### src/sv/sba_pkg.sv
// Shared types, constants and codes for the superblock block allocator.
// Depends on nothing; every other file of the block but sba_ram imports it.

package sba_pkg;

   // Superblock geometry and stack size.
   localparam int SUPER_BYTES  = 8192;
   localparam int HEADER_BYTES = 64;
   localparam int MIN_BLOCK    = 8;
   localparam int STACK_DEPTH  = 1024;

   // Field widths.
   localparam int OP_W     = 2;
   localparam int OFS_W    = 13;
   localparam int CNT_W    = 11;
   localparam int USED_W   = 14;
   localparam int PROD_W   = CNT_W + OFS_W;
   localparam int CSR_AW   = 3;
   localparam int CSR_DW   = 32;

   localparam int CNT_MAX  = (1 << CNT_W) - 1;
   localparam int USED_MAX = (1 << USED_W) - 1;

   // Free stack addressing; the depth counter holds the full depth as well.
   localparam int STK_AW = $clog2(STACK_DEPTH);
   localparam int DEP_W  = STK_AW + 1;

   // Bytes that blocks may occupy and the divider that splits them up.
   localparam int NUM_BYTES = (SUPER_BYTES > HEADER_BYTES) ? SUPER_BYTES - HEADER_BYTES : 0;
   localparam int NUM_W     = (NUM_BYTES > 0) ? $clog2(NUM_BYTES + 1) : 1;
   localparam int DIV_CW    = (NUM_W > 1) ? $clog2(NUM_W) : 1;

   // State after reset.
   localparam int RESET_SIZE  = 64;
   localparam int RESET_QUO   = NUM_BYTES / RESET_SIZE;
   localparam int RESET_TOTAL = (RESET_QUO > CNT_MAX) ? CNT_MAX : RESET_QUO;
   localparam logic [OFS_W-1:0] HEADER_OFS = OFS_W'(HEADER_BYTES);

   // Queue between front and back, and the result queue (power-of-two depth).
   localparam int Q_DEPTH = 2;
   localparam int Q_AW    = $clog2(Q_DEPTH);
   localparam int Q_CW    = Q_AW + 1;

   // Configuration register index.
   localparam logic REG_BLK_BYTES = 1'b0;

   typedef enum logic [OP_W-1:0] {
      OP_ALLOC   = 2'd0,
      OP_RELEASE = 2'd1,
      OP_REINIT  = 2'd2,
      OP_NONE    = 2'd3
   } op_type;

   typedef enum logic [1:0] {
      ST_OK          = 2'd0,
      ST_NO_BLOCK    = 2'd1,
      ST_MISALIGNED  = 2'd2,
      ST_STACK_FULL  = 2'd3
   } status_type;

   typedef enum logic [2:0] {
      CLS_NOP        = 3'd0,
      CLS_ALLOC      = 3'd1,
      CLS_RELEASE    = 3'd2,
      CLS_MISALIGNED = 3'd3,
      CLS_REINIT     = 3'd4
   } cls_type;

   typedef struct packed {
      cls_type            cls;
      logic [OFS_W-1:0]   offset;
   } work_type;

   typedef struct packed {
      logic [OFS_W-1:0]   block_offset;
      status_type         status;
      logic               from_reap;
      logic [CNT_W-1:0]   free_count;
      logic               all_free;
      logic [USED_W-1:0]  bytes_used;
   } rsp_type;

endpackage

### src/sv/sba_front.sv
// Front end: accepts request transactions, classifies them and queues them.
// Depends on sba_pkg.

module sba_front import sba_pkg::*; (
   input  logic              clock,
   input  logic              reset,
   input  logic              push,
   output logic              full,
   input  logic [OP_W-1:0]   operation,
   input  logic [OFS_W-1:0]  offset,
   output logic              wq_empty,
   output work_type          wq_head,
   input  logic              wq_pop
);

   cls_type           cls;
   logic              misaligned;
   logic              do_push;
   logic              do_pop;
   work_type          entry_ff [Q_DEPTH];
   logic [Q_AW-1:0]   wr_ptr_ff, wr_ptr_in;
   logic [Q_AW-1:0]   rd_ptr_ff, rd_ptr_in;
   logic [Q_CW-1:0]   count_ff, count_in;

   // A release offset must sit on a minimum block boundary.
   assign misaligned = (OFS_W'(offset % OFS_W'(MIN_BLOCK)) != '0);

   // Classify the operation so the back end needs no offset arithmetic.
   always_comb begin
      cls = CLS_NOP;
      unique case (op_type'(operation))
         OP_ALLOC:   cls = CLS_ALLOC;
         OP_RELEASE: cls = misaligned ? CLS_MISALIGNED : CLS_RELEASE;
         OP_REINIT:  cls = CLS_REINIT;
         OP_NONE:    cls = CLS_NOP;
         default:    cls = CLS_NOP;
      endcase
   end

   // Queue handshake and pointer updates.
   assign full     = (count_ff == Q_CW'(Q_DEPTH));
   assign wq_empty = (count_ff == '0);
   assign do_push  = push && !full;
   assign do_pop   = wq_pop && !wq_empty;
   assign wr_ptr_in = do_push ? Q_AW'(wr_ptr_ff + 1'b1) : wr_ptr_ff;
   assign rd_ptr_in = do_pop ? Q_AW'(rd_ptr_ff + 1'b1) : rd_ptr_ff;
   assign count_in  = Q_CW'(count_ff + Q_CW'(do_push) - Q_CW'(do_pop));
   assign wq_head   = entry_ff[rd_ptr_ff];

   always_ff @(posedge clock) begin
      if (reset) begin
         wr_ptr_ff <= '0;
         rd_ptr_ff <= '0;
         count_ff  <= '0;
      end else begin
         wr_ptr_ff <= wr_ptr_in;
         rd_ptr_ff <= rd_ptr_in;
         count_ff  <= count_in;
      end
   end

   // Queue storage.
   always_ff @(posedge clock) begin
      if (do_push) begin
         entry_ff[wr_ptr_ff] <= '{cls: cls, offset: offset};
      end
   end

endmodule

### config.mk
export PLATFORM = sky130hd
export DESIGN_NAME = sba_front
export DESIGN_NICKNAME = d
export VERILOG_FILES = /design/src/sv/sba_pkg.sv /design/src/sv/sba_front.sv
export SDC_FILE = /design/constraint.sdc
export NUM_CORES = 1
export LEC_CHECK = 0
export BUFFER_PORTS_ARGS = -buffer_cell sky130_fd_sc_hd__buf_2
export CAP_MARGIN = 20
export CORE_UTILIZATION = 46
export CTS_BUF_LIST = sky130_fd_sc_hd__clkbuf_4 sky130_fd_sc_hd__clkbuf_8 sky130_fd_sc_hd__clkbuf_16
export DETAILED_ROUTE_END_ITERATION = 10
export PLACE_DENSITY = 0.69
export REMOVE_ABC_BUFFERS = 1
export SKIP_LAST_GASP = 1
export SYNTH_ARGS = -nofsm -noshare
export SYNTH_HDL_FRONTEND = slang
export SYNTH_SLANG_ARGS = --single-unit
### constraint.sdc
create_clock -name clock -period 1.8 [get_ports clock]
set_input_delay 0.54 -clock clock [delete_from_list [all_inputs] [get_ports clock]]
set_output_delay 0.54 -clock clock [all_outputs]
set_load 0.01 [all_outputs]
==> summary.txt <==
Synth
  • Cells after Synth: 82
  • Complex-gate fraction of the synthesized area: 0.8475%
  • Seq cells post-synth: 37
  • Yosys warns: 0
  • Adder-cell share of the synthesized area: 1.695%
  • Syn_area_per_cell: 18.01 sq um
  • Synth unique cells: 21
  • Largest family of logic cells by synthesized area: multiplexers
  • Post-synthesis mux area share: 14.75%
  • Register area share after synthesis: 71.86%
  • Synth Area in XOR/XNOR: 1.186%
  • Simple-gate portion of the synthesized area: 6.780%
  • Synthesized area: 1476 sq um

Global routing
  • Vias in the first global route: 822
  • Most Used Layer, Global Route: met2
  • Met2 usage: 25.45%
  • Largest net degree at the start of global routing: 17
  • Global-route wire length before repair: 3.705 mm
  • Grt ovf: 0
  • Initial antenna violation count: 0
  • M1 GR Usage: 17.78%
  • Met3 Track Usage GR: 7.253%
  • Total GRT Usage: 15.84%

Final layout
  • Fillers: 247
  • Area grow syn2layout: 31.10%
  • Post-Layout Inst Area: 1936 sq um
  • Layout cells sized above 1: 51.16%
  • Layout Nets: 149
  • Commonest non-fill, non-tap cell in the layout: edfxtp_1
  • Commonest non-fill, non-tap cells in the layout: 32 x edfxtp_1, 20 x buf_2, 17 x buf_6
  • Final core utilization: 63.40%
  • Diodes inserted: 0

Floorplanning
  • Die Wd: 58.66 microns
  • Core box area: 3053 sq um
  • Boundary Pins: 37
  • Die Ht: 58.66 microns
  • Die Area: 3440 sq um
  • Core Rows: 20
  • Initial core utilization: 48.36%

Critical path
  • Required time of the critical path: 1260 ps
  • Flop2flop setup slack: 260 ps
  • Worst R2R Start: count_ff[1]$_SDFF_PP0_
  • Number of cells on the worst reg-to-reg path: 7
  • Crit-path max FO: 7
  • Reg-to-Reg End: count_ff[1]$_SDFF_PP0_
  • Arrival time worst endpoint: 1330 ps
  • CP Capture Type: primary output
  • Critical path class: flip-flop to primary output
  • CP startpoint kind: flip-flop

Placed design
  • Dpl hpwl: 1.522 mm
  • Gpl congestion: 0.6131
  • IO Port Bufs: 36
  • Placed Area: 1715 sq um

Hold path
  • Worst Hold Path Cells: 1
  • Min-delay worst type: input port to flip-flop
  • Min-Delay Endpoint: entry_ff[1][8]$_DFFE_PP_
  • Min-delay src: offset[8]

Clocking
  • Root buffer cell: clkbuf_4
  • TritonCTS clock tree: done
  • CTS Buf Count: 5
  • # clock sinks: 37
  • Worst-path clk slew: 100 ps
  • H-tree depth: 2
  • Worst skew pair latency: 340 ps
  • CTS Buffer Depth: 2

STA
  • Max-slew headroom at the worst pin: 83.10%
  • Fin. max-slew vios: 0
  • RSZ-0062 raised after global routing: yes
  • Final Setup Violations: 16
  • Final Cycle Share: 103.7%
  • Max Clk Rate: 0.5360 GHz
  • Fin. Hold Viols: 0
  • Clk_skew: 3.812 ps
  • Slew @ Worst Pin: 250.0 ps
  • Crit path time final: 1866 ps
  • Final setup margin: -65.72 ps

Power and ir drop
  • Peak VDD IR: 0.6344 mV
  • Clock share of power: 16.1%
  • Sequential Power Share: 45.3%
  • Psw: 724.7 uW
  • Power Density: 1334 nW/um^2
  • LEAKAGE: 0.7889 nW
  • Comb pwr share: 38.5%
  • Power Internal: 1.857 mW
  • Net Sw Frac: 28.07%

Run status
  • Violated checks: negative setup slack
  • Outcome: finished with violations

Route
  • TritonRoute pass-1 iters: 4
  • Routed wire per std cell: 13.35 microns
  • Antenna-violating nets left: 0
  • Vias/cell: 4.723
  • Via count: 817
  • DRC Markers: 0
  • DR iter-0 viols: 23
  • DRT Wirelength: 2.309 mm

Job
  • Max-Cap Viols: 0
==> worst max path at each step <==
stage | startpoint | to | slack [ps] | depth (start not counted)
3_5_place_dp | wq_pop | count_ff[1]$_SDFF_PP0_ | 20 | 8
2_1_floorplan | push | entry_ff[0][0]$_DFFE_PP_ | -30 | 2
6_report | flip-flop | wq_head[4] | -70 | 3
5_1_grt | flip-flop | wq_head[4] | -110 | 3
3_3_place_gp | wq_pop | count_ff[1]$_SDFF_PP0_ | 100 | 8
4_1_cts | flip-flop | wq_head[12] | -80 | 3
==> worst max-delay path, cell delays in order, from the launching register on <==
cell     delay (ps)
dfxtp_4         410
buf_12          140
mux2_4          300
buf_6           120
==> synthesized netlist by cell type, drive strengths merged <==
master  instances  area (sq um)
xnor2           1         8.760
and3            1         6.260
edfxtp         32         960.9
o21ai           1         5.000
nor2b           4         25.02
nand2b          2         12.51
and2            2         15.02
buf             2         31.28
inv             3         11.26
nor4b           1         8.760
xor2            1         8.760
ha              2         25.02
nand3           1         5.000
o21a            1         7.510
dfxtp           5         100.1
mux2           16         217.7
nor3            1         5.000
nor2            6         22.52
==> sequential cells by signal (all words and copies together) (netlist names), named ones only <==
name,cells
wr_ptr_ff,1
entry_ff,32
rd_ptr_ff,1
count_ff,2
==> kinds of logic after synthesis <==
kind of cell,Yosys count
and+or+nand+nor,18
buffers and inverters,5
AOI/OAI and AO/OA,2
adders and majority gates,2
DFF,37
muxes,16
xor gates and xnor gates,2
==> layout make-up <==
class                   instances  area, sq um  area share, %
inverters                       3        11.26         0.5818
clock inverters                 3        17.52         0.9050
flip-flops and latches         37         1065          55.01
well taps                      44        55.05          2.844
repair buffers                 41        354.1          18.29
multi-input cells              40        395.4          20.43
clock buffers                   5        37.54          1.939
==> layer usage <==
layer  vias up  routed length [microns]
met2        28                     1145
met5         -                        0
met1       390                      962
met4         0                       51
li1        392                        -
met3         7                      151
==> metrics by stage <==
step	setup WS, ps	power, mW	cells	hold WS (ps)	setup TNS, ps
floorplan	-30.33	1.638	80	463.9	-485.2
global placement	99.95	1.889	163	476.6	0
detailed placement	24.74	1.913	163	514.0	0
CTS	-84.79	2.611	173	365.4	-1176
global route	-109.3	2.725	173	352.9	-1621
finish	-65.72	2.581	173	380.0	-902.8
==> what timing repair did <==
action	4_1_cts	5_1_grt
gates cloned	1	0
endpoints found under the setup margin	16	16
buffers inserted	1	0
gates resized for setup	26	0
hold endpoints to repair	0	0
hold buffers	0	0
==> power groups by stage <==
stage	Combinational (mW)	Clock (mW)	Sequential, mW
after floorplan	0.444	0	1.19
after global placement	0.725	0	1.16
after detailed placement	0.739	0	1.17
after CTS	1.01	0.431	1.17
after global routing	1.07	0.471	1.19
final	0.995	0.417	1.17
Power figures use the tool's default switching activity.
